[config.mk]
export PLATFORM = sky130hd
export DESIGN_NAME = bpq_ctrl
export DESIGN_NICKNAME = d
export VERILOG_FILES = /design/src/rtl/core/bpq_pkg.sv /design/src/rtl/core/bpq_ctrl.sv
export SDC_FILE = /design/constraint.sdc
export NUM_CORES = 1
export LEC_CHECK = 0
export BUFFER_PORTS_ARGS = -buffer_cell sky130_fd_sc_hd__buf_2
export CAP_MARGIN = 5
export CORE_AREA = 8 8 45 47
export DETAILED_ROUTE_END_ITERATION = 8
export DIE_AREA = 0 0 53 55
export PLACE_DENSITY_LB_ADDON = 0.3
export SETUP_SLACK_MARGIN = 0.4
export SLEW_MARGIN = 40
export SYNTH_ARGS = -nofsm -noshare
export SYNTH_HDL_FRONTEND = slang
export SYNTH_SLANG_ARGS = --single-unit
[constraint.sdc]
create_clock -name clk -period 1.7 [get_ports clk]
set_clock_uncertainty 0.05 [all_clocks]
set_input_delay 0.085 -clock clk [delete_from_list [all_inputs] [get_ports clk]]
set_output_delay 0.085 -clock clk [all_outputs]
set_load 0.005 [all_outputs]
[src/rtl/core/bpq_pkg.sv]
// ----------------------------------------------------------------------------
// bpq_pkg
// Shared constants and types of the bucket priority queue.
// ----------------------------------------------------------------------------
package bpq_pkg;

    localparam int NUM_KEYS  = 64;
    localparam int MAX_ELEMS = 256;
    localparam int KEY_W     = $clog2(NUM_KEYS);
    localparam int ID_W      = $clog2(MAX_ELEMS);
    localparam int MARK_W    = KEY_W + 1;
    localparam int CNT_W     = ID_W + 1;
    localparam int SLOT_AW   = KEY_W + ID_W;

    localparam logic [1:0] OP_PUSH   = 2'd0;
    localparam logic [1:0] OP_POP    = 2'd1;
    localparam logic [1:0] OP_UPDATE = 2'd2;
    localparam logic [1:0] OP_UNUSED = 2'd3;

    localparam logic [1:0] ST_OK       = 2'd0;
    localparam logic [1:0] ST_EMPTY    = 2'd1;
    localparam logic [1:0] ST_RANGE    = 2'd2;
    localparam logic [1:0] ST_CONFLICT = 2'd3;

    // Datapath commands from the controller.
    typedef struct packed {
        logic load;       // capture input transaction
        logic rd_elem;    // read element tables for captured id
        logic rd_len;     // read list length at the scan / element key
        logic scan_step;  // advance pop scan pointer
        logic rd_last;    // read the last slot of the selected list
        logic detach;     // move last entry into the freed slot
        logic rd_len_new; // read length of new key list
        logic append;     // append element to new key list
        logic pop_commit; // remove popped entry
        logic finish;     // present result with given status
        logic [1:0] fin_status;
    } bpq_cmd_t;

    // Datapath status to the controller.
    typedef struct packed {
        logic [1:0] op;
        logic       key_bad;
        logic       queued;
        logic       total_zero;
        logic       scan_end;
        logic       len_zero;
    } bpq_stat_t;

endpackage

[src/rtl/core/bpq_ctrl.sv]
// ----------------------------------------------------------------------------
// bpq_ctrl
// Sequencer for push, pop and update, plus the output handshake.
// ----------------------------------------------------------------------------
module bpq_ctrl (
    input  logic               clk,
    input  logic               rst_n,
    input  logic               in_valid,
    output logic               in_stall,
    output logic               out_valid,
    input  logic               out_stall,
    input  bpq_pkg::bpq_stat_t stat,
    output bpq_pkg::bpq_cmd_t  cmd
);
    import bpq_pkg::*;

    localparam logic [3:0] S_IDLE   = 4'd0;
    localparam logic [3:0] S_DEC    = 4'd1;
    localparam logic [3:0] S_SCAN   = 4'd2;
    localparam logic [3:0] S_SCHK   = 4'd3;
    localparam logic [3:0] S_PLAST  = 4'd4;
    localparam logic [3:0] S_PCOM   = 4'd5;
    localparam logic [3:0] S_ULEN   = 4'd6;
    localparam logic [3:0] S_ULAST  = 4'd7;
    localparam logic [3:0] S_UDET   = 4'd8;
    localparam logic [3:0] S_NLEN   = 4'd9;
    localparam logic [3:0] S_APP    = 4'd10;
    localparam logic [3:0] S_OUT    = 4'd11;
    localparam logic [3:0] S_ELEM   = 4'd12;

    logic [3:0] state_reg, state_next;

    assign in_stall  = (state_reg != S_IDLE);
    assign out_valid = (state_reg == S_OUT);

    always_comb
    begin
        cmd = '0;
        state_next = state_reg;
        unique case (state_reg)
            S_IDLE:
            begin
                if (in_valid)
                begin
                    cmd.load = 1'b1;
                    state_next = S_ELEM;
                end
            end
            S_ELEM:
            begin
                cmd.rd_elem = 1'b1;
                state_next = S_DEC;
            end
            S_DEC:
            begin
                if (stat.op == OP_POP)
                begin
                    if (stat.total_zero)
                    begin
                        cmd.finish = 1'b1;
                        cmd.fin_status = ST_EMPTY;
                        state_next = S_OUT;
                    end
                    else
                        state_next = S_SCAN;
                end
                else if (stat.op == OP_PUSH || stat.op == OP_UPDATE)
                begin
                    if (stat.key_bad)
                    begin
                        cmd.finish = 1'b1;
                        cmd.fin_status = ST_RANGE;
                        state_next = S_OUT;
                    end
                    else if ((stat.op == OP_PUSH) == stat.queued)
                    begin
                        cmd.finish = 1'b1;
                        cmd.fin_status = ST_CONFLICT;
                        state_next = S_OUT;
                    end
                    else if (stat.op == OP_PUSH)
                        state_next = S_NLEN;
                    else
                        state_next = S_ULEN;
                end
                else
                begin
                    cmd.finish = 1'b1;
                    cmd.fin_status = ST_OK;
                    state_next = S_OUT;
                end
            end
            // Pop: read length at scan pointer
            S_SCAN:
            begin
                if (stat.scan_end)
                begin
                    cmd.finish = 1'b1;
                    cmd.fin_status = ST_EMPTY;
                    state_next = S_OUT;
                end
                else
                begin
                    cmd.rd_len = 1'b1;
                    state_next = S_SCHK;
                end
            end
            S_SCHK:
            begin
                if (stat.len_zero)
                begin
                    cmd.scan_step = 1'b1;
                    state_next = S_SCAN;
                end
                else
                    state_next = S_PLAST;
            end
            S_PLAST:
            begin
                cmd.rd_last = 1'b1;
                state_next = S_PCOM;
            end
            S_PCOM:
            begin
                cmd.pop_commit = 1'b1;
                cmd.finish = 1'b1;
                cmd.fin_status = ST_OK;
                state_next = S_OUT;
            end
            // Update: detach from old list
            S_ULEN:
            begin
                cmd.rd_len = 1'b1;
                state_next = S_ULAST;
            end
            S_ULAST:
            begin
                cmd.rd_last = 1'b1;
                state_next = S_UDET;
            end
            S_UDET:
            begin
                cmd.detach = 1'b1;
                state_next = S_NLEN;
            end
            S_NLEN:
            begin
                cmd.rd_len_new = 1'b1;
                state_next = S_APP;
            end
            S_APP:
            begin
                cmd.append = 1'b1;
                cmd.finish = 1'b1;
                cmd.fin_status = ST_OK;
                state_next = S_OUT;
            end
            S_OUT:
            begin
                if (!out_stall)
                    state_next = S_IDLE;
            end
            default:
                state_next = S_IDLE;
        endcase
    end

    always_ff @(posedge clk or negedge rst_n)
    begin
        if (!rst_n)
            state_reg <= S_IDLE;
        else
            state_reg <= state_next;
    end

endmodule

---- Yosys cells after proc, flatten, opt, wreduce, memory -nomap -nowiden ----
Cells that the tools add are included.
storage, ports and cells
  flip-flop bits (word level) ............. 4
  input port bits ......................... 11
  output and inout bits ................... 14
  logic and storage cells ................. 55
cells by class
  equal/unequal tests ..................... 17
  multiplexer cells ....................... 30
  reductions and logical operators ........ 7
operators by type and width
  kind                                            number
  case mux 4 bit (12 select lines)                1
  two-way mux 4 bit                               9
  two-way mux 3 bit                               7
  == test 4 bit (second input constant)           5
  == test 4 x 3 -> 1 bit (second input constant)  4
  two-way mux 1 bit                               11
  case mux 3 bit (3 select lines)                 1
  == test 4 x 2 -> 1 bit (second input constant)  2
  == test 4 x 1 -> 1 bit (second input constant)  1
  logical NOT 4 bit                               1
  inequality test 2 bit (second input constant)   2
  nonzero test 4 bit                              1
  OR reduction 2 bit                              2
  == test 2 x 1 -> 1 bit (second input constant)  1
  == test 2 bit (second input constant)           1
  logical NOT 2 bit                               1
  case mux 1 bit (2 select lines)                 1
  AND reduction 2 bit                             1
  == test 1 bit                                   1
  logical OR 1 bit                                1

---- Depth between registers and ports, before layout ----
  word-level depth ........................ 7
  gate-level depth with buffers ........... 5
  mapped depth without buffers ............ 5

---- Worst setup path before layout ----
Ideal clock, no wire load.
  path kind ............................... register to register
  start point ............................. register state_reg[3]
  end point ............................... register state_reg[3]
  library setup time ...................... 0.074 ns
  data arrival time ....................... 1.446 ns
  required time ........................... 1.576 ns
  path slack .............................. 0.130 ns
  cell stages (with the launch flop) ...... 6
  buffers on the path ..................... 1
  clock period less this slack ............ 1.570 ns
  path through ............................ dfrtp_1 -> buf_6 -> or4b_4 -> a21o_1 -> a2bb2oi_1 -> o21ai_2
on the way
  longest elaborated chain between the ends .. 3
  elaborated cells between the ends (all ways) .. 18
  classes of those cells .................. 14 x eq/ne; 1 x mux; 3 x reduce/logical
ends and longest elaborated chain
  element                                                                       RTL line         source
  start: declaration                                                            bpq_ctrl.sv:31   logic [3:0] state_reg, state_next;
  start signal: assignment                                                      bpq_ctrl.sv:173  state_reg <= state_next;
  == test 4 bit, or another cell as far along                                   bpq_ctrl.sv:40   unique case (state_reg)
  OR reduction 2 bit (no source line) or inequality test 2 bit (tied branches)  n/a
  case mux 4 bit (12 select lines) or AND reduction 2 bit (tied branches)       n/a
Parallel ways exist; a longest one is shown, timed or not.
A chain may end at the register's enable or synchronous reset.

==> results.sh <==
export IMPL_dieArea_sq_mm=0.002915
export IMPL_n_antenna_cell=0
export IMPL_r2r_start="state_reg[3]"
export IMPL_end_kind="primary output"
export IMPL_path_max_fanout=2
export IMPL_status="complete, but fails checks"
export IMPL_antenna_found_initial=0
export IMPL_finalMaxSlewViolations=0
export IMPL_core_area_sq_mm=0.001384
export IMPL_syn_area_sq_um=486.7
export IMPL_grt_usage_pct=13.63
export IMPL_wl_per_cell_um=15.77
export IMPL_power_density_mw_per_mm2=1763
export IMPL_holdWs_ns=0.09000
export IMPL_start_kind="register"
export IMPL_post_route_period_util_pct=101.7
export IMPL_grt_pass1_vias=691
export IMPL_ys_warn_count=0
export IMPL_area_growth_pct=95.89
export IMPL_cts_htree_levels=1
export IMPL_max_cap_violations=0
export IMPL_hold_path_class="in -> reg"
export IMPL_fillCellCount=110
export IMPL_clock_sinks=4
export IMPL_layout_common_cells="buf_2 (23), nor2_1 (12), buf_4 (7)"
export IMPL_largest_reg_flops=4
export IMPL_ys_ff_latch=4
export IMPL_cts_buffers=3
export IMPL_slowest_stage="or4b_4"
export IMPL_crit_end="cmd[2]"
export IMPL_clk_path_buf_depth=2
export IMPL_fin_crit_ns=1.728
export IMPL_nNetsFinal=128
export IMPL_path_cells="or4b_4, a21o_1, o221ai_2, buf_2"
export IMPL_fp_dieW_um=53
export IMPL_rr_worst_depth=6
export IMPL_drtIter0Drc=5
export IMPL_drive_above_1_share_pct=63.16
export IMPL_worstSetupPathType="reg -> out"
export IMPL_num_vias=714
export IMPL_insertion_delay_ns=0.24
export IMPL_wirelength_mm=2.050
export IMPL_gp_congestion=0.8562
export IMPL_setup_violations=2
export IMPL_firstDrtPassIters=3
export IMPL_grt_max_degree=12
export IMPL_layout_commonest_cell="buf_2"
export IMPL_io_pins=25
export IMPL_rows=14
export IMPL_cts_tree="yes"
export IMPL_p_leak_uw=0.0004552
export IMPL_arrival_ns=1.59
export IMPL_postRouteAntennaNets=0
export IMPL_grt_pass1_wl_mm=2.967
export IMPL_ys_types=27
export IMPL_overflow=0
export IMPL_grt_setup_unrepaired="true"
export IMPL_max_slew_margin_pct=75.75
export IMPL_clk_pin_slew_ns=0.03
export IMPL_fmax_ghz=0.5785
export IMPL_drc_errors=0
export IMPL_regToRegSetupSlack_ns=0
export IMPL_place_ws_ns=0.1254
export IMPL_violations="setup timing"
export IMPL_peakVddDrop_uv=827.3
export IMPL_critical_path_required_ns=1.56
export IMPL_cts_root_buf="clkbuf_4"
export IMPL_syn_num_nets=87
export IMPL_finalHoldViolCount=0
export IMPL_crit_start="state_reg[3]"
export IMPL_syn_avg_cell_area_sq_um=6.490
export IMPL_die_y_um=55
export IMPL_syn_inst=75
export IMPL_worst_pin_slew_ns=0.3623
export IMPL_dp_hpwl_mm=1.177
export IMPL_synth_seq_area_share_pct=20.57
export IMPL_io_buffers=24
export IMPL_vias_per_cell=5.492
export IMPL_r2r_end="state_reg[3]"
export IMPL_setup_slack_ns=-0.02847
export IMPL_start_util_pct=35.17
export IMPL_slowest_delay_ns=0.54
worst max-delay path: cells and delay by family (launching register included):
kind                   cells  cell delay (ns)
and+or+nand+nor            1             0.54
DFF                        1             0.37
AOI/OAI and AO/OA          2             0.31
buffers and inverters      1             0.15
worst min path at each step:
| stage | depth (start not counted) | start | slack, ns | end |
|---|---|---|---|---|
| floorplan | 0 | rst_n | -0.26 | state_reg[0] |
| global placement | 1 | rst_n | -0.16 | state_reg[0] |
| detailed placement | 1 | rst_n | -0.16 | state_reg[0] |
| CTS | 3 | out_stall | 0.07 | state_reg[3] |
| global route | 3 | out_stall | 0.11 | state_reg[3] |
| finish | 3 | out_stall | 0.09 | state_reg[3] |
layout make-up:
type	count	area (sq um)	area share, %
multi-input cells	63	500.5	52.49
repair buffers	40	295.3	30.97
inverters	4	15.01	1.575
well taps	16	20.02	2.100
clock buffers	3	22.52	2.362
flip-flops and latches	4	100.1	10.50
cell families (layout without fill, tap and decap cells):
kind of cell | after synthesis | after routing | synth area share [%]
buffers and inverters | 8 | 47 | 7.711
adder cells (fa/ha/maj) | 1 | 1 | 2.570
flip-flops | 4 | 4 | 20.57
AND/OR/NAND/NOR | 42 | 42 | 42.16
AO/OA/AOI/OAI | 20 | 20 | 26.99
through the flow:
stage / utilization (%) / power (uW) / std cells / TNS [ns] / instance area [sq um]
final: 68.90 / 1681 / 130 / -0.05239 / 953.4
after global routing: 68.90 / 1784 / 130 / -0.2039 / 953.4
after CTS: 60.13 / 1370 / 125 / -0.05844 / 832.0
after detailed placement: 46.29 / 958.7 / 115 / 0 / 640.6
after global placement: 46.29 / 960.1 / 115 / 0 / 640.6
after floorplan: - / 719.7 / 75 / 0 / 493.0
cell usage after synthesis (all sizes together):
cell type	n	area, sq um
a2bb2oi	1	8.760
a21o	1	7.510
a21oi	5	25.02
o22ai	3	18.77
and3	2	12.51
a22oi	1	7.510
dfrtp	4	100.1
and2	5	31.28
nand2	7	26.28
o221ai	1	8.760
clkbuf	3	11.26
or2	2	12.52
ha	1	12.51
nor3	4	20.02
a32oi	1	8.760
nand2b	3	18.77
inv	4	15.01
or4b	1	13.76
o22a	1	8.760
o311ai	1	8.760
buf	1	11.26
nor2b	1	6.260
o21ai	5	28.77
nor2	17	63.81
power by group:
part           total (uW)  leakage [uW]  internal (uW)  switching (uW)
Combinational        1390      0.000393            698             692
Clock                 117     0.0000138           78.9            38.3
Sequential            173     0.0000482            144            28.9
routing by layer:
| metal | global-route usage [%] | routed length [um] | vias up |
|---|---|---|---|
| met5 | 0 | 0 | - |
| met3 | 6.417 | 162 | 2 |
| met1 | 12.82 | 760 | 349 |
| li1 | - | - | 341 |
| met4 | 6.466 | 10 | 0 |
| met2 | 24.61 | 1116 | 22 |
repair_timing:
item | in CTS | in global routing
hold buffers | 1 | 0
endpoints found under the setup margin | 18 | 18
endpoints found under the hold margin | 4 | 0
resized for setup | 24 | 18
gates cloned | 1 | 1
setup buffers | 5 | 4
pin swaps | 10 | 7
No activity file was read; power rests on OpenSTA's default activity.
